### src/hslc_pkg.sv
`default_nettype none

package hslc_pkg;

   // field widths
   localparam int unsigned CH_W        = 8;
   localparam int unsigned HUE_W       = 9;
   localparam int unsigned SAT_W       = 10;
   localparam int unsigned SUM_W       = 9;
   localparam int unsigned LIMIT_W     = 10;
   localparam int unsigned CSR_INDEX_W = 4;

   // divider operand widths
   localparam int unsigned DIV_DEN_W   = 8;
   localparam int unsigned HUE_NUM_W   = DIV_DEN_W + HUE_W;
   localparam int unsigned SAT_NUM_W   = DIV_DEN_W + SAT_W;

   // exact comparison product widths
   localparam int unsigned LIGHT_PROD_W = 19;
   localparam int unsigned SAT_PROD_W   = 18;

   // scale factors: lightness sum is lightness times 510, limits are thousandths
   localparam int unsigned MILLI_SCALE          = 1000;
   localparam int unsigned SUM_SCALE            = 510;
   localparam int unsigned RED_LIGHT_MIN_MILLI  = 320;
   localparam int unsigned BLUE_LIGHT_MIN_MILLI = 220;

   typedef enum logic [1:0] {
      CLASS_OTHER = 2'd0,
      CLASS_RED   = 2'd1,
      CLASS_BLUE  = 2'd2,
      CLASS_WHITE = 2'd3
   } class_type;

   typedef enum logic [CSR_INDEX_W-1:0] {
      CSR_RED_HUE_BELOW      = 4'd0,
      CSR_RED_HUE_ABOVE      = 4'd1,
      CSR_BLUE_HUE_MIN       = 4'd2,
      CSR_BLUE_HUE_MAX       = 4'd3,
      CSR_BRIGHT_LIGHT_LIMIT = 4'd4,
      CSR_PALE_LIGHT_LIMIT   = 4'd5,
      CSR_PALE_SAT_LIMIT     = 4'd6,
      CSR_RED_SAT_MIN        = 4'd7
   } csr_index_type;

   typedef struct packed {
      logic [HUE_W-1:0]   red_hue_below;
      logic [HUE_W-1:0]   red_hue_above;
      logic [HUE_W-1:0]   blue_hue_min;
      logic [HUE_W-1:0]   blue_hue_max;
      logic [LIMIT_W-1:0] bright_light_limit;
      logic [LIMIT_W-1:0] pale_light_limit;
      logic [LIMIT_W-1:0] pale_sat_limit;
      logic [LIMIT_W-1:0] red_sat_min;
   } cfg_type;

   localparam cfg_type CFG_RESET = '{
      red_hue_below:      9'd15,
      red_hue_above:      9'd315,
      blue_hue_min:       9'd180,
      blue_hue_max:       9'd245,
      bright_light_limit: 10'd790,
      pale_light_limit:   10'd720,
      pale_sat_limit:     10'd350,
      red_sat_min:        10'd430
   };

   // threshold results that do not depend on hue
   typedef struct packed {
      logic red_sat;       // saturation above red minimum
      logic blue_sat;      // saturation above pale limit
      logic pale_sat;      // saturation below pale limit
      logic red_light;     // lightness above red minimum
      logic blue_light;    // lightness above blue minimum
      logic below_bright;  // lightness below bright limit
      logic pale_light;    // lightness above pale limit
   } flags_type;

   // sideband carried through the hue divider
   typedef struct packed {
      logic [SAT_NUM_W-1:0] sat_num;
      logic [DIV_DEN_W-1:0] sat_den;
      logic [SUM_W-1:0]     sum;
      flags_type            flags;
   } hue_side_type;

   // sideband carried through the saturation divider
   typedef struct packed {
      logic [HUE_W-1:0] hue;
      logic [SUM_W-1:0] sum;
      flags_type        flags;
   } sat_side_type;

endpackage

`default_nettype wire

### src/hslc_front.sv
`default_nettype none

module hslc_front (
   input  wire                               clock,
   input  wire                               reset,
   input  wire                               in_valid,
   output logic                              in_ready,
   input  wire  [hslc_pkg::CH_W-1:0]         red,
   input  wire  [hslc_pkg::CH_W-1:0]         green,
   input  wire  [hslc_pkg::CH_W-1:0]         blue,
   input  hslc_pkg::cfg_type                 cfg,
   output logic                              out_valid,
   input  wire                               out_ready,
   output logic [hslc_pkg::HUE_NUM_W-1:0]    hue_num,
   output logic [hslc_pkg::DIV_DEN_W-1:0]    hue_den,
   output hslc_pkg::hue_side_type            side
);
   import hslc_pkg::*;

   typedef enum logic [1:0] {
      SEC_RED   = 2'd0,
      SEC_GREEN = 2'd1,
      SEC_BLUE  = 2'd2
   } sector_type;

   localparam logic [LIGHT_PROD_W-1:0] RED_LIGHT_PROD =
      LIGHT_PROD_W'(SUM_SCALE * RED_LIGHT_MIN_MILLI);
   localparam logic [LIGHT_PROD_W-1:0] BLUE_LIGHT_PROD =
      LIGHT_PROD_W'(SUM_SCALE * BLUE_LIGHT_MIN_MILLI);
   localparam logic [SUM_W-1:0] SUM_MID  = SUM_W'(255);
   localparam logic [SUM_W-1:0] SUM_FULL = SUM_W'(510);

   logic [2:0] v_ff;
   logic [3:0] rdy;

   // stage A registers
   logic [SUM_W-1:0] sum_a_ff,   sum_a_in;
   logic [CH_W-1:0]  delta_a_ff, delta_a_in;
   logic [CH_W-1:0]  diff_a_ff,  diff_a_in;
   logic             neg_a_ff,   neg_a_in;
   sector_type       sec_a_ff,   sec_a_in;

   // stage B registers
   logic [HUE_NUM_W-1:0] hue_num_b_ff, hue_num_b_in;
   logic [DIV_DEN_W-1:0] hue_den_b_ff, hue_den_b_in;
   logic [SAT_NUM_W-1:0] sat_num_b_ff, sat_num_b_in;
   logic [DIV_DEN_W-1:0] sat_den_b_ff, sat_den_b_in;
   logic [SUM_W-1:0]     sum_b_ff;

   // stage C registers
   logic [HUE_NUM_W-1:0] hue_num_c_ff;
   logic [DIV_DEN_W-1:0] hue_den_c_ff;
   hue_side_type         side_c_ff, side_c_in;

   // stage A: max, min, sector and channel difference
   always_comb begin
      logic [CH_W-1:0] mx;
      logic [CH_W-1:0] mn;
      logic [CH_W-1:0] ca;
      logic [CH_W-1:0] cb;
      mx = red;
      if (green > mx) mx = green;
      if (blue > mx) mx = blue;
      mn = red;
      if (green < mn) mn = green;
      if (blue < mn) mn = blue;
      if (red == mx) begin
         sec_a_in = SEC_RED;
         ca = green;
         cb = blue;
      end else if (green == mx) begin
         sec_a_in = SEC_GREEN;
         ca = blue;
         cb = red;
      end else begin
         sec_a_in = SEC_BLUE;
         ca = red;
         cb = green;
      end
      neg_a_in   = (ca < cb);
      diff_a_in  = neg_a_in ? (cb - ca) : (ca - cb);
      sum_a_in   = {1'b0, mx} + {1'b0, mn};
      delta_a_in = mx - mn;
   end

   // stage B: hue numerator and saturation fraction
   always_comb begin
      logic                 gray;
      logic [HUE_W-1:0]     base;
      logic [HUE_NUM_W-1:0] base_prod;
      logic [HUE_NUM_W-1:0] step;
      gray = (delta_a_ff == '0);
      unique case (sec_a_ff)
         SEC_RED:   base = neg_a_ff ? HUE_W'(360) : HUE_W'(0);
         SEC_GREEN: base = HUE_W'(120);
         SEC_BLUE:  base = HUE_W'(240);
         default:   base = HUE_W'(0);
      endcase
      base_prod = HUE_NUM_W'(base) * HUE_NUM_W'(delta_a_ff);
      step      = HUE_NUM_W'(diff_a_ff) * HUE_NUM_W'(60);
      if (gray) begin
         hue_num_b_in = '0;
         hue_den_b_in = DIV_DEN_W'(1);
         sat_den_b_in = DIV_DEN_W'(1);
      end else begin
         hue_num_b_in = neg_a_ff ? (base_prod - step) : (base_prod + step);
         hue_den_b_in = delta_a_ff;
         sat_den_b_in = (sum_a_ff <= SUM_MID) ? sum_a_ff[DIV_DEN_W-1:0]
                                              : DIV_DEN_W'(SUM_FULL - sum_a_ff);
      end
      sat_num_b_in = SAT_NUM_W'(delta_a_ff) * SAT_NUM_W'(MILLI_SCALE);
   end

   // stage C: exact threshold compares in thousandths
   always_comb begin
      logic [LIGHT_PROD_W-1:0] light;
      logic [LIGHT_PROD_W-1:0] bright_prod;
      logic [LIGHT_PROD_W-1:0] pale_light_prod;
      logic [SAT_PROD_W-1:0]   red_sat_prod;
      logic [SAT_PROD_W-1:0]   pale_sat_prod;
      light           = LIGHT_PROD_W'(sum_b_ff) * LIGHT_PROD_W'(MILLI_SCALE);
      bright_prod     = LIGHT_PROD_W'(cfg.bright_light_limit) * LIGHT_PROD_W'(SUM_SCALE);
      pale_light_prod = LIGHT_PROD_W'(cfg.pale_light_limit) * LIGHT_PROD_W'(SUM_SCALE);
      red_sat_prod    = SAT_PROD_W'(cfg.red_sat_min) * SAT_PROD_W'(sat_den_b_ff);
      pale_sat_prod   = SAT_PROD_W'(cfg.pale_sat_limit) * SAT_PROD_W'(sat_den_b_ff);
      side_c_in.sat_num            = sat_num_b_ff;
      side_c_in.sat_den            = sat_den_b_ff;
      side_c_in.sum                = sum_b_ff;
      side_c_in.flags.red_sat      = (sat_num_b_ff > red_sat_prod);
      side_c_in.flags.blue_sat     = (sat_num_b_ff > pale_sat_prod);
      side_c_in.flags.pale_sat     = (sat_num_b_ff < pale_sat_prod);
      side_c_in.flags.red_light    = (light > RED_LIGHT_PROD);
      side_c_in.flags.blue_light   = (light > BLUE_LIGHT_PROD);
      side_c_in.flags.below_bright = (light < bright_prod);
      side_c_in.flags.pale_light   = (light > pale_light_prod);
   end

   // advance a stage when it is empty or the next one moves
   always_comb begin
      rdy[3] = out_ready;
      rdy[2] = !v_ff[2] || rdy[3];
      rdy[1] = !v_ff[1] || rdy[2];
      rdy[0] = !v_ff[0] || rdy[1];
   end

   assign in_ready  = rdy[0];
   assign out_valid = v_ff[2];
   assign hue_num   = hue_num_c_ff;
   assign hue_den   = hue_den_c_ff;
   assign side      = side_c_ff;

   always_ff @(posedge clock) begin
      if (reset) begin
         v_ff <= '0;
      end else begin
         if (rdy[0]) v_ff[0] <= in_valid;
         if (rdy[1]) v_ff[1] <= v_ff[0];
         if (rdy[2]) v_ff[2] <= v_ff[1];
      end
   end

   always_ff @(posedge clock) begin
      if (rdy[0]) begin
         sum_a_ff   <= sum_a_in;
         delta_a_ff <= delta_a_in;
         diff_a_ff  <= diff_a_in;
         neg_a_ff   <= neg_a_in;
         sec_a_ff   <= sec_a_in;
      end
      if (rdy[1]) begin
         hue_num_b_ff <= hue_num_b_in;
         hue_den_b_ff <= hue_den_b_in;
         sat_num_b_ff <= sat_num_b_in;
         sat_den_b_ff <= sat_den_b_in;
         sum_b_ff     <= sum_a_ff;
      end
      if (rdy[2]) begin
         hue_num_c_ff <= hue_num_b_ff;
         hue_den_c_ff <= hue_den_b_ff;
         side_c_ff    <= side_c_in;
      end
   end

endmodule

`default_nettype wire

### src/hslc_divider.sv
`default_nettype none

module hslc_divider #(
   parameter int unsigned DEN_W  = 8,
   parameter int unsigned QUO_W  = 9,
   parameter int unsigned SIDE_W = 1
) (
   input  wire                      clock,
   input  wire                      reset,
   input  wire                      in_valid,
   output logic                     in_ready,
   input  wire  [DEN_W+QUO_W-1:0]   num,
   input  wire  [DEN_W-1:0]         den,
   input  wire  [SIDE_W-1:0]        side,
   output logic                     out_valid,
   input  wire                      out_ready,
   output logic [QUO_W-1:0]         quo,
   output logic [SIDE_W-1:0]        out_side
);
   // one restoring step per stage, quotient MSB first;
   // the caller keeps num below den times 2**QUO_W
   localparam int unsigned NUM_W = DEN_W + QUO_W;

   logic [QUO_W-1:0]  v_ff;
   logic [QUO_W:0]    rdy;

   logic [NUM_W-1:0]  rem_ff  [QUO_W];
   logic [NUM_W-1:0]  rem_in  [QUO_W];
   logic [NUM_W-1:0]  rem_src [QUO_W];
   logic [DEN_W-1:0]  den_ff  [QUO_W];
   logic [DEN_W-1:0]  den_in  [QUO_W];
   logic [QUO_W-1:0]  quo_ff  [QUO_W];
   logic [QUO_W-1:0]  quo_in  [QUO_W];
   logic [QUO_W-1:0]  quo_src [QUO_W];
   logic [SIDE_W-1:0] side_ff [QUO_W];
   logic [SIDE_W-1:0] side_in [QUO_W];

   // compare and subtract the shifted divisor in each stage
   always_comb begin
      logic [NUM_W-1:0] trial;
      rem_src[0] = num;
      quo_src[0] = '0;
      den_in[0]  = den;
      side_in[0] = side;
      for (int i = 1; i < QUO_W; i++) begin
         rem_src[i] = rem_ff[i-1];
         quo_src[i] = quo_ff[i-1];
         den_in[i]  = den_ff[i-1];
         side_in[i] = side_ff[i-1];
      end
      for (int i = 0; i < QUO_W; i++) begin
         trial = NUM_W'(den_in[i]) << (QUO_W - 1 - i);
         quo_in[i] = quo_src[i];
         if (rem_src[i] >= trial) begin
            rem_in[i] = rem_src[i] - trial;
            quo_in[i][QUO_W-1-i] = 1'b1;
         end else begin
            rem_in[i] = rem_src[i];
         end
      end
   end

   // advance a stage when it is empty or the next one moves
   always_comb begin
      rdy[QUO_W] = out_ready;
      for (int i = QUO_W - 1; i >= 0; i--) begin
         rdy[i] = !v_ff[i] || rdy[i+1];
      end
   end

   assign in_ready  = rdy[0];
   assign out_valid = v_ff[QUO_W-1];
   assign quo       = quo_ff[QUO_W-1];
   assign out_side  = side_ff[QUO_W-1];

   always_ff @(posedge clock) begin
      if (reset) begin
         v_ff <= '0;
      end else begin
         if (rdy[0]) v_ff[0] <= in_valid;
         for (int i = 1; i < QUO_W; i++) begin
            if (rdy[i]) v_ff[i] <= v_ff[i-1];
         end
      end
   end

   always_ff @(posedge clock) begin
      for (int i = 0; i < QUO_W; i++) begin
         if (rdy[i]) begin
            rem_ff[i]  <= rem_in[i];
            den_ff[i]  <= den_in[i];
            quo_ff[i]  <= quo_in[i];
            side_ff[i] <= side_in[i];
         end
      end
   end

endmodule

`default_nettype wire

### src/hslc_classify.sv
`default_nettype none

module hslc_classify (
   input  wire                          clock,
   input  wire                          reset,
   input  wire                          in_valid,
   output logic                         in_ready,
   input  wire  [hslc_pkg::SAT_W-1:0]   sat,
   input  hslc_pkg::sat_side_type       side,
   input  hslc_pkg::cfg_type            cfg,
   output logic                         out_valid,
   input  wire                          out_ready,
   output hslc_pkg::class_type          class_code,
   output logic [hslc_pkg::HUE_W-1:0]   hue_degrees,
   output logic [hslc_pkg::SAT_W-1:0]   saturation_milli,
   output logic [hslc_pkg::SUM_W-1:0]   lightness_sum
);
   import hslc_pkg::*;

   logic             out_valid_ff;
   class_type        class_ff, class_in;
   logic [HUE_W-1:0] hue_ff;
   logic [SAT_W-1:0] sat_ff;
   logic [SUM_W-1:0] sum_ff;

   // pick the class in priority order: red, blue, white
   always_comb begin
      logic is_red;
      logic is_blue;
      logic is_white;
      is_red   = (side.hue < cfg.red_hue_below || side.hue > cfg.red_hue_above)
                 && side.flags.red_sat && side.flags.red_light
                 && side.flags.below_bright;
      is_blue  = (side.hue < cfg.blue_hue_max) && (side.hue > cfg.blue_hue_min)
                 && side.flags.blue_sat && side.flags.below_bright
                 && side.flags.blue_light;
      is_white = !side.flags.below_bright
                 || (side.flags.pale_light && side.flags.pale_sat);
      priority if (is_red)   class_in = CLASS_RED;
      else if (is_blue)      class_in = CLASS_BLUE;
      else if (is_white)     class_in = CLASS_WHITE;
      else                   class_in = CLASS_OTHER;
   end

   // hold the result until it is taken
   assign in_ready = !out_valid_ff || out_ready;

   always_ff @(posedge clock) begin
      if (reset) begin
         out_valid_ff <= 1'b0;
      end else if (in_ready) begin
         out_valid_ff <= in_valid;
      end
   end

   always_ff @(posedge clock) begin
      if (in_ready) begin
         class_ff <= class_in;
         hue_ff   <= side.hue;
         sat_ff   <= sat;
         sum_ff   <= side.sum;
      end
   end

   assign out_valid        = out_valid_ff;
   assign class_code       = class_ff;
   assign hue_degrees      = hue_ff;
   assign saturation_milli = sat_ff;
   assign lightness_sum    = sum_ff;

endmodule

`default_nettype wire

### src/hsl_pixel_color_classifier_core.sv
`default_nettype none

// HSL pixel color classifier. Takes one 8-bit RGB pixel per request and
// returns its hue in whole degrees, its HSL saturation in thousandths, its
// lightness as max+min, and a class code (other, red, blue, white, with red
// taking priority over blue and blue over white). A new pixel is accepted in
// every clock cycle unless stalled; each pixel passes three front stages
// (max/min, hue and saturation fractions, threshold compares), a nine-stage
// hue divider, a ten-stage saturation divider and the output register. Stages
// that hold no pixel keep moving while the output is stalled, so bubbles close
// up before requests are held off. The user must write thresholds through the
// csr port only while no pixel is in flight; the block does not enforce it.
// Indexes past the last register are ignored, unused high data bits dropped.
module hsl_pixel_color_classifier_core (
   input  wire                                clock,
   input  wire                                reset,
   input  wire                                req_valid,
   output logic                               req_stall,
   input  wire  [hslc_pkg::CH_W-1:0]          req_red,
   input  wire  [hslc_pkg::CH_W-1:0]          req_green,
   input  wire  [hslc_pkg::CH_W-1:0]          req_blue,
   output logic                               rsp_valid,
   input  wire                                rsp_stall,
   output logic [1:0]                         rsp_class_code,
   output logic [hslc_pkg::HUE_W-1:0]         rsp_hue_degrees,
   output logic [hslc_pkg::SAT_W-1:0]         rsp_saturation_milli,
   output logic [hslc_pkg::SUM_W-1:0]         rsp_lightness_sum,
   input  wire                                csr_valid,
   output logic                               csr_ready,
   input  wire  [hslc_pkg::CSR_INDEX_W-1:0]   csr_index,
   input  wire  [hslc_pkg::LIMIT_W-1:0]       csr_wdata
);
   import hslc_pkg::*;

   cfg_type cfg_ff;

   logic                 front_ready;
   logic                 front_valid;
   logic [HUE_NUM_W-1:0] front_hue_num;
   logic [DIV_DEN_W-1:0] front_hue_den;
   hue_side_type         front_side;

   logic                 hue_ready;
   logic                 hue_valid;
   logic [HUE_W-1:0]     hue_quo;
   hue_side_type         hue_side;
   logic [$bits(hue_side_type)-1:0] hue_side_bits;

   logic                 sat_ready;
   logic                 sat_valid;
   logic [SAT_W-1:0]     sat_quo;
   sat_side_type         sat_side_next;
   logic [$bits(sat_side_type)-1:0] sat_side_bits;

   logic                 out_ready;
   class_type            class_code;

   // register writes, always taken
   assign csr_ready = 1'b1;

   always_ff @(posedge clock) begin
      if (reset) begin
         cfg_ff <= CFG_RESET;
      end else if (csr_valid) begin
         unique case (csr_index_type'(csr_index))
            CSR_RED_HUE_BELOW:      cfg_ff.red_hue_below      <= csr_wdata[HUE_W-1:0];
            CSR_RED_HUE_ABOVE:      cfg_ff.red_hue_above      <= csr_wdata[HUE_W-1:0];
            CSR_BLUE_HUE_MIN:       cfg_ff.blue_hue_min       <= csr_wdata[HUE_W-1:0];
            CSR_BLUE_HUE_MAX:       cfg_ff.blue_hue_max       <= csr_wdata[HUE_W-1:0];
            CSR_BRIGHT_LIGHT_LIMIT: cfg_ff.bright_light_limit <= csr_wdata;
            CSR_PALE_LIGHT_LIMIT:   cfg_ff.pale_light_limit   <= csr_wdata;
            CSR_PALE_SAT_LIMIT:     cfg_ff.pale_sat_limit     <= csr_wdata;
            CSR_RED_SAT_MIN:        cfg_ff.red_sat_min        <= csr_wdata;
            default: ;
         endcase
      end
   end

   assign req_stall = !front_ready;

   hslc_front u_front (
      .clock     (clock),
      .reset     (reset),
      .in_valid  (req_valid),
      .in_ready  (front_ready),
      .red       (req_red),
      .green     (req_green),
      .blue      (req_blue),
      .cfg       (cfg_ff),
      .out_valid (front_valid),
      .out_ready (hue_ready),
      .hue_num   (front_hue_num),
      .hue_den   (front_hue_den),
      .side      (front_side)
   );

   hslc_divider #(
      .DEN_W  (DIV_DEN_W),
      .QUO_W  (HUE_W),
      .SIDE_W ($bits(hue_side_type))
   ) u_hue_div (
      .clock     (clock),
      .reset     (reset),
      .in_valid  (front_valid),
      .in_ready  (hue_ready),
      .num       (front_hue_num),
      .den       (front_hue_den),
      .side      (front_side),
      .out_valid (hue_valid),
      .out_ready (sat_ready),
      .quo       (hue_quo),
      .out_side  (hue_side_bits)
   );

   // hand hue forward with the saturation fraction
   assign hue_side            = hue_side_type'(hue_side_bits);
   assign sat_side_next.hue   = hue_quo;
   assign sat_side_next.sum   = hue_side.sum;
   assign sat_side_next.flags = hue_side.flags;

   hslc_divider #(
      .DEN_W  (DIV_DEN_W),
      .QUO_W  (SAT_W),
      .SIDE_W ($bits(sat_side_type))
   ) u_sat_div (
      .clock     (clock),
      .reset     (reset),
      .in_valid  (hue_valid),
      .in_ready  (sat_ready),
      .num       (hue_side.sat_num),
      .den       (hue_side.sat_den),
      .side      (sat_side_next),
      .out_valid (sat_valid),
      .out_ready (out_ready),
      .quo       (sat_quo),
      .out_side  (sat_side_bits)
   );

   hslc_classify u_classify (
      .clock            (clock),
      .reset            (reset),
      .in_valid         (sat_valid),
      .in_ready         (out_ready),
      .sat              (sat_quo),
      .side             (sat_side_type'(sat_side_bits)),
      .cfg              (cfg_ff),
      .out_valid        (rsp_valid),
      .out_ready        (!rsp_stall),
      .class_code       (class_code),
      .hue_degrees      (rsp_hue_degrees),
      .saturation_milli (rsp_saturation_milli),
      .lightness_sum    (rsp_lightness_sum)
   );

   assign rsp_class_code = class_code;

endmodule

`default_nettype wire

### config.mk
export PLATFORM = sky130hd
export DESIGN_NAME = hsl_pixel_color_classifier_core
export DESIGN_NICKNAME = d
export VERILOG_FILES = /design/src/hslc_pkg.sv /design/src/hslc_front.sv /design/src/hslc_divider.sv /design/src/hslc_classify.sv /design/src/hsl_pixel_color_classifier_core.sv
export SDC_FILE = /design/constraint.sdc
export NUM_CORES = 2
export LEC_CHECK = 0
export BUFFER_PORTS_ARGS = -buffer_cell sky130_fd_sc_hd__buf_2
export CELL_PAD_IN_SITES_DETAIL_PLACEMENT = 1
export CELL_PAD_IN_SITES_GLOBAL_PLACEMENT = 1
export CORE_MARGIN = 2
export CORE_UTILIZATION = 53
export DETAILED_ROUTE_END_ITERATION = 16
export GPL_TIMING_DRIVEN = 0
export PLACE_DENSITY_LB_ADDON = 0.1
export SLEW_MARGIN = 20
export SYNTH_ARGS = -nofsm -noshare
export SYNTH_HDL_FRONTEND = slang
export SYNTH_SLANG_ARGS = --single-unit
### constraint.sdc
create_clock -name clock -period 8.45 [get_ports clock]
set_clock_uncertainty 0.15 [all_clocks]
set_input_delay 0 -clock clock [delete_from_list [all_inputs] [get_ports clock]]
set_output_delay 0 -clock clock [all_outputs]
set_load 0.05 [all_outputs]
# Word-level counts from Yosys, hierarchy flattened
# Memories as Yosys holds them, arrays and structs flattened. A register that Yosys moved wholly into a read port is not among the register bits.
# Cells that the tools add are included.
[classes]
add_sub_neg = 26
mul = 8
magnitude_cmp = 36
n_eq_ne = 11
mux = 92
reduce_logical = 70
[op_table]
columns = ["cell", "n"]
rows = [
  ["two-way mux 18 bit", 10],
  ["two-way mux 17 bit", 10],
  ["two-way mux 8 bit", 10],
  ["two-way mux 1 bit", 57],
  ["greater-than comparator 18 bit", 2],
  ["multiplier 10 x 8 -> 18 bit", 2],
  ["multiplier 10 x 8 -> 18 bit (second input constant)", 2],
  ["subtractor 17 x 14 -> 17 bit", 2],
  ["case mux 9 bit (3 select lines)", 1],
  ["logical NOT 1 bit", 26],
  ["logical OR 1 bit", 25],
  ["< comparator 8 bit", 3],
  ["subtractor 8 bit", 3],
  ["greater-than comparator 19 x 17 -> 1 bit (second input constant)", 1],
  ["greater-than comparator 19 x 18 -> 1 bit (second input constant)", 1],
  ["greater-than comparator 19 bit", 1],
  ["< comparator 19 bit", 1],
  [">= comparator 18 x 10 -> 1 bit", 1],
  [">= comparator 18 x 11 -> 1 bit", 1],
  [">= comparator 18 x 12 -> 1 bit", 1],
  [">= comparator 18 x 13 -> 1 bit", 1],
  [">= comparator 18 x 14 -> 1 bit", 1],
  [">= comparator 18 x 15 -> 1 bit", 1],
  [">= comparator 18 x 16 -> 1 bit", 1],
  ["other kinds (55)", 79],
]
[word_totals]
reg_bits = 268
mem_bits_rw = 1294
in_bits = 43
output_inout_bits = 33
wordCells = 307
n_memories = 8
[mem_list]
columns = ["name", "depth", "word_bits", "rd", "rd_ports_with_merged_regs", "wr", "line", "source"]
rows = [
  ["u_hue_div.side_ff", 9, 42, 9, 0, 9, "hslc_divider.sv:35", "logic [SIDE_W-1:0] side_ff [QUO_W];"],
  ["u_sat_div.side_ff", 10, 25, 10, 0, 10, "hslc_divider.sv:35", ""],
  ["u_sat_div.rem_ff", 10, 18, 9, 0, 10, "hslc_divider.sv:27", "logic [NUM_W-1:0] rem_ff [QUO_W];"],
  ["u_hue_div.rem_ff", 9, 17, 8, 0, 9, "hslc_divider.sv:27", ""],
  ["u_sat_div.quo_ff", 10, 10, 10, 1, 10, "hslc_divider.sv:32", "logic [QUO_W-1:0] quo_ff [QUO_W];"],
  ["u_hue_div.quo_ff", 9, 9, 9, 0, 9, "hslc_divider.sv:32", ""],
  ["2 more memories", "n/a", "n/a", "n/a", "n/a", "n/a", "n/a", ""],
]

# Logic depth before layout (Yosys ltp)
[depth]
ltp_word = 25
mapped_depth = 38
ltp_nobuf = 31

# By module
# Synthesis repeated with hierarchy kept, for this count alone.
[unflattened]
cells_unflattened = 5741
area_unflattened_um2 = 74597.8
[modules_own_cells]
columns = ["module", "instances", "cells_per_inst", "area_each_um2", "seq_area_each_um2"]
rows = [
  ["hslc_divider at u_hue_div", 1, 1432, 24207.0, 18888.1],
  ["hslc_front", 1, 2480, 23606.4, 4264.1],
  ["hslc_divider at u_sat_div", 1, 1391, 21962.3, 16385.7],
  ["hsl_pixel_color_classifier_core", 1, 284, 3001.6, 1521.5],
  ["hslc_classify", 1, 154, 1820.5, 920.9],
]

# Worst setup path after synthesis
# Ideal clock, no wire load.
[synth_path]
path_type = "input to register"
start = "input port req_red[7] in the netlist's numbering"
end = "register u_front.diff_a_ff[6] (data pin)"
setup_time_ns = 0.258
t_arrival_ns = 6.538
t_required_ns = 8.042
path_slack_ns = 1.505
stages = 36
path_buffers = 7
path_cell_list = "clkbuf_1 inv_1 ha_1 nand4_1 nor2_1 a211oi_2 or2_2 buf_2 buf_1 nor2_1 a21oi_1 ha_1 and3_4 a221o_1 a22o_1 buf_6 a221oi_2 o221ai_2 nor4_4 buf_4 buf_4 a211oi_1 a21o_1 fa_1 a21o_1 a21oi_1 o21bai_1 a21oi_1 o21ai_0 clkbuf_1 a211oi_1 a21oi_1 nand2_1 nand2_1 a21oi_1 xnor2_1"
[synth_via]
elab_chain_len = 9
elab_cells_between_ends = 14
classes_between = "add/sub (2); order compare (3); eq/ne (2); mux (7)"
[synth_lines]
columns = ["item", "line", "source"]
rows = [
  ["start, declared", "hsl_pixel_color_classifier_core.sv:19", "input wire [hslc_pkg::CH_W-1:0] req_red,"],
  ["greater-than comparator 8 bit", "hslc_front.sv:62", "if (green > mx) mx = green;"],
  ["two-way mux 8 bit", "hslc_front.sv:62", ""],
  ["greater-than comparator 8 bit", "hslc_front.sv:63", "if (blue > mx) mx = blue;"],
  ["two-way mux 8 bit", "hslc_front.sv:63", ""],
  ["equality test 8 bit", "hslc_front.sv:71", "end else if (green == mx) begin"],
  ["two-way mux 8 bit", "hslc_front.sv:71", ""],
  ["two-way mux 8 bit", "hslc_front.sv:67", "if (red == mx) begin"],
  ["subtractor 8 bit or < comparator 8 bit (tied branches)", "hslc_front.sv:81, hslc_front.sv:80", ""],
  ["two-way mux 8 bit *", "hslc_front.sv:81", "diff_a_in = neg_a_in ? (cb - ca) : (ca - cb);"],
  ["named net u_front.diff_a_in[6]", "hslc_front.sv:39", "logic [CH_W-1:0] diff_a_ff, diff_a_in;"],
  ["end signal, assigned", "hslc_front.sv:166", "diff_a_ff <= diff_a_in;"],
  ["end, declared", "hslc_front.sv:39", ""],
]
# The timed path passes the listed nets; every way through them passes the cells marked *.
# A chain may end at the register's enable or synchronous reset.

# Worst setup path after layout
[layout_path]
start = "input port req_red[5] in the netlist's numbering"
end = "register u_front.diff_a_ff[5] (data pin)"
# The elaborated chain is that of the path after synthesis.

==> flow_metrics.py <==
metrics = {
    "timing": {
        "rsz0062_at_grt": "no",
        "hold_violations": 0,
        "min_period_ns": 7.86,
        "postLayoutSetupSlackWorst_ns": 0.586,
        "setup_violations": 0,
        "fin_crit_sh_pct": 93.1,
        "tightest_slew_ns": 0.912,
        "maxSlewViolCount": 0,
        "fmax_ghz": 0.127,
        "whs_ns": 0.0690,
        "relSlewSlack_pct": 38.7,
    },
    "detailed_routing": {
        "initialDrtViolationCount": 1931,
        "detail_route.wirelength_um": 153000,
        "vias": 41300,
        "drt_pass1_iterations": 6,
        "ant_nets": 0,
        "vias_per_cell": 5.39,
        "drc_errors": 0,
        "routedWlPerCell_um": 20.0,
    },
    "finish": {
        "num-nets-final": 6707,
        "syn_to_final_growth_pct": 12.0,
        "drive_above_1_share_pct": 6.58,
    },
    "global_routing": {
        "gr-total-overflow": 0,
        "grt_pass1_wl_um": 244000,
        "grt_usage_pct": 23.1,
        "antenna_found_initial": 3,
        "grt_pass1_vias": 45600,
        "grt_max_degree": 56,
    },
    "die": {
        "io_pins": 76,
        "die_h_um": 368,
        "core_area_um2": 131000,
        "die_width_um": 368,
        "dieArea_um2": 135000,
        "rows": 133,
        "start_util_pct": 53.3,
    },
    "yosys": {
        "synth-warning-count": 0,
        "syn_avg_cell_area_um2": 12.8,
        "ys_ff_latch": 1342,
        "synth_area_leaders": "edfxtp_1, ha_1, fa_1",
        "yosysMostFrequentCell": "edfxtp_1",
        "yosys.area.top_type_share_pct": 53.2,
        "async_flop_share_pct": 0,
        "synth_fp_nets": 6409,
        "yosysTopAreaCell": "edfxtp_1",
        "synth_edf_count": 1243,
        "synthFlopType": "edfxtp_1",
        "synthTopCellsByCount": "edfxtp_1, inv_1, ha_1",
        "syn_area_um2": 70100,
        "synth_cell_types": 83,
        "yosysSeqAreaShare_pct": 56.1,
        "syn_inst": 5484,
    },
    "setup_path": {
        "arrival_ns": 8.24,
        "crit_path_max_fanout": 10,
        "worst_ep_required_time_ns": 8.82,
        "critical_path.top_delay_family": "buffers and inverters",
        "start_kind": "input port",
        "endpoint_kind": "register",
        "critPathKind": "in2reg",
        "slowest_delay_ns": 0.57,
        "critical_path_buf_inv_count": 10,
        "cpMaxStageDelayCell": "dlygate4sd3_1",
        "regToRegSetupSlack_ns": 1.04,
    },
    "place": {
        "dpl_worst_slack_ns": -0.0822,
        "dp_hpwl_um": 115000,
        "port_buffers": 66,
        "gp_congestion": 0.852,
    },
    "clocking": {
        "cts_tree": "done",
        "cts_sinks": 1342,
        "cts.clk_slew.worst_paths_ns": 0.07,
        "cts.path.max_buffers": 3,
        "numCtsBuffers": 143,
        "clock_latency_ns": 0.78,
        "htree_num_levels": 4,
        "cts-root-buf": "clkbuf_16",
    },
    "min_path": {
        "hold_path_class": "in2reg",
    },
    "status": {
        "status": "completed",
    },
    "job": {
        "cap_violations": 0,
    },
}
[sequential cells by signal, indices dropped and copies added (netlist names), 9 cells and up]
register,cells
cfg_ff,76
u_classify.hue_degrees,9
u_classify.lightness_sum,9
u_classify.saturation_milli,10
u_front.hue_num,15
u_front.hue_num_b_ff,15
u_front.sat_num_b_ff,14
u_front.side,38
u_front.sum_b_ff,9
u_hue_div.den_ff,59
u_hue_div.quo_ff,45
u_hue_div.rem_ff,121
u_hue_div.side_ff,339
u_hue_div.v_ff,9
u_sat_div.den_ff,72
u_sat_div.quo_ff,55
u_sat_div.rem_ff,136
u_sat_div.side_ff,246
u_sat_div.v_ff,10
[layer usage]
metal | routed length [um] | vias to the layer above | global-route usage [%]
li1 | - | 19700 | -
met1 | 61400 | 20700 | 26.7
met2 | 82700 | 617 | 43.7
met3 | 4660 | 242 | 3.19
met4 | 4280 | 0 | 7.52
met5 | 0 | - | 0
[kinds of logic after synthesis]
kind of cell    count (synthesis)  synth area share [%]
fa+ha+maj                     882                  18.8
other cells                     1               0.00535
simple gates                 1161                  8.09
mux                            79                  1.17
flops                        1342                  56.1
compound gates                843                  7.54
buf+inv                       893                  4.83
xor+xnor                      283                  3.54
[worst paths after layout]
path	startpoint	to	depth (start not counted)
max	req_red[5]	u_front.diff_a_ff[5]	34
min	req_blue[4]	u_front.delta_a_ff[5]	6
max reg2reg	u_front.sat_den_b_ff[4]	u_front.side[5]	23
min reg2reg	u_hue_div.side_ff[0][5]	u_hue_div.side_ff[0][47]	0
[area by class of cell]
cell class                      count  area (um2)
Fill cell                       13100       53000
Timing Repair Buffer              153        1420
Multi-Input combinational cell   3249       27500
Buffer                            102         423
Clock inverter                     87         922
Tap cell                         1755        2200
Sequential cell                  1342       39300
Clock buffer                      176        3720
Inverter                          791        2990
Antenna cell                        3        7.51
[through the flow]
stage	TNS (ns)	cell area, um2	cells	util, %
6_report	0	78500	7658	59.7
5_1_grt	0	78500	7657	59.7
4_1_cts	0	78500	7654	59.7
3_5_place_dp	-0.190	73200	7327	55.7
3_3_place_gp	-73.44	72600	7305	55.3
2_1_floorplan	0	70100	5484	-
[cell usage in the layout (no fill, tap or decap), drive strengths merged, types with 16 or more instances in the layout]
cell type and n:
a211o 43, nor2 371, ha 599, fa 283, nand2b 56, nand3 42, nor4 28, or3 16
xor2 99, buf 106, dfxtp 99, mux2 22, nor2b 91, mux2i 57, xnor2 184, nand4 37
a211oi 19, a21o 104, dlygate4sd3 64, nor3 66, edfxtp 1243, a21oi 313, inv 798, and2 113
o21a 29, o21bai 39, o21ai 169, clkbuf 261, clkinv 62, nand2 263, a21boi 37
[worst register-to-register path, delay by kind of cell (launching register included)]
family / cells / cell delay, ns
AOI/OAI and AO/OA: 12 / 2.58
xor gates and xnor gates: 1 / 0.21
adders and majority gates: 6 / 2.65
buffers and inverters: 2 / 0.67
DFF: 1 / 0.50
and+or+nand+nor: 2 / 0.34
[timing repair]
| item | 4_1_cts | 5_1_grt |
|---|---|---|
| hold endpoints to repair | 183 | 0 |
| setup endpoints to repair | 0 | 6 |
| setup buffers | 0 | 1 |
| resized for setup | 0 | 5 |
| hold buffers | 64 | 0 |
Power is left out: the tool's default activity adds up to more than one toggle a clock period on the data nets, which glitch-free logic cannot reach.
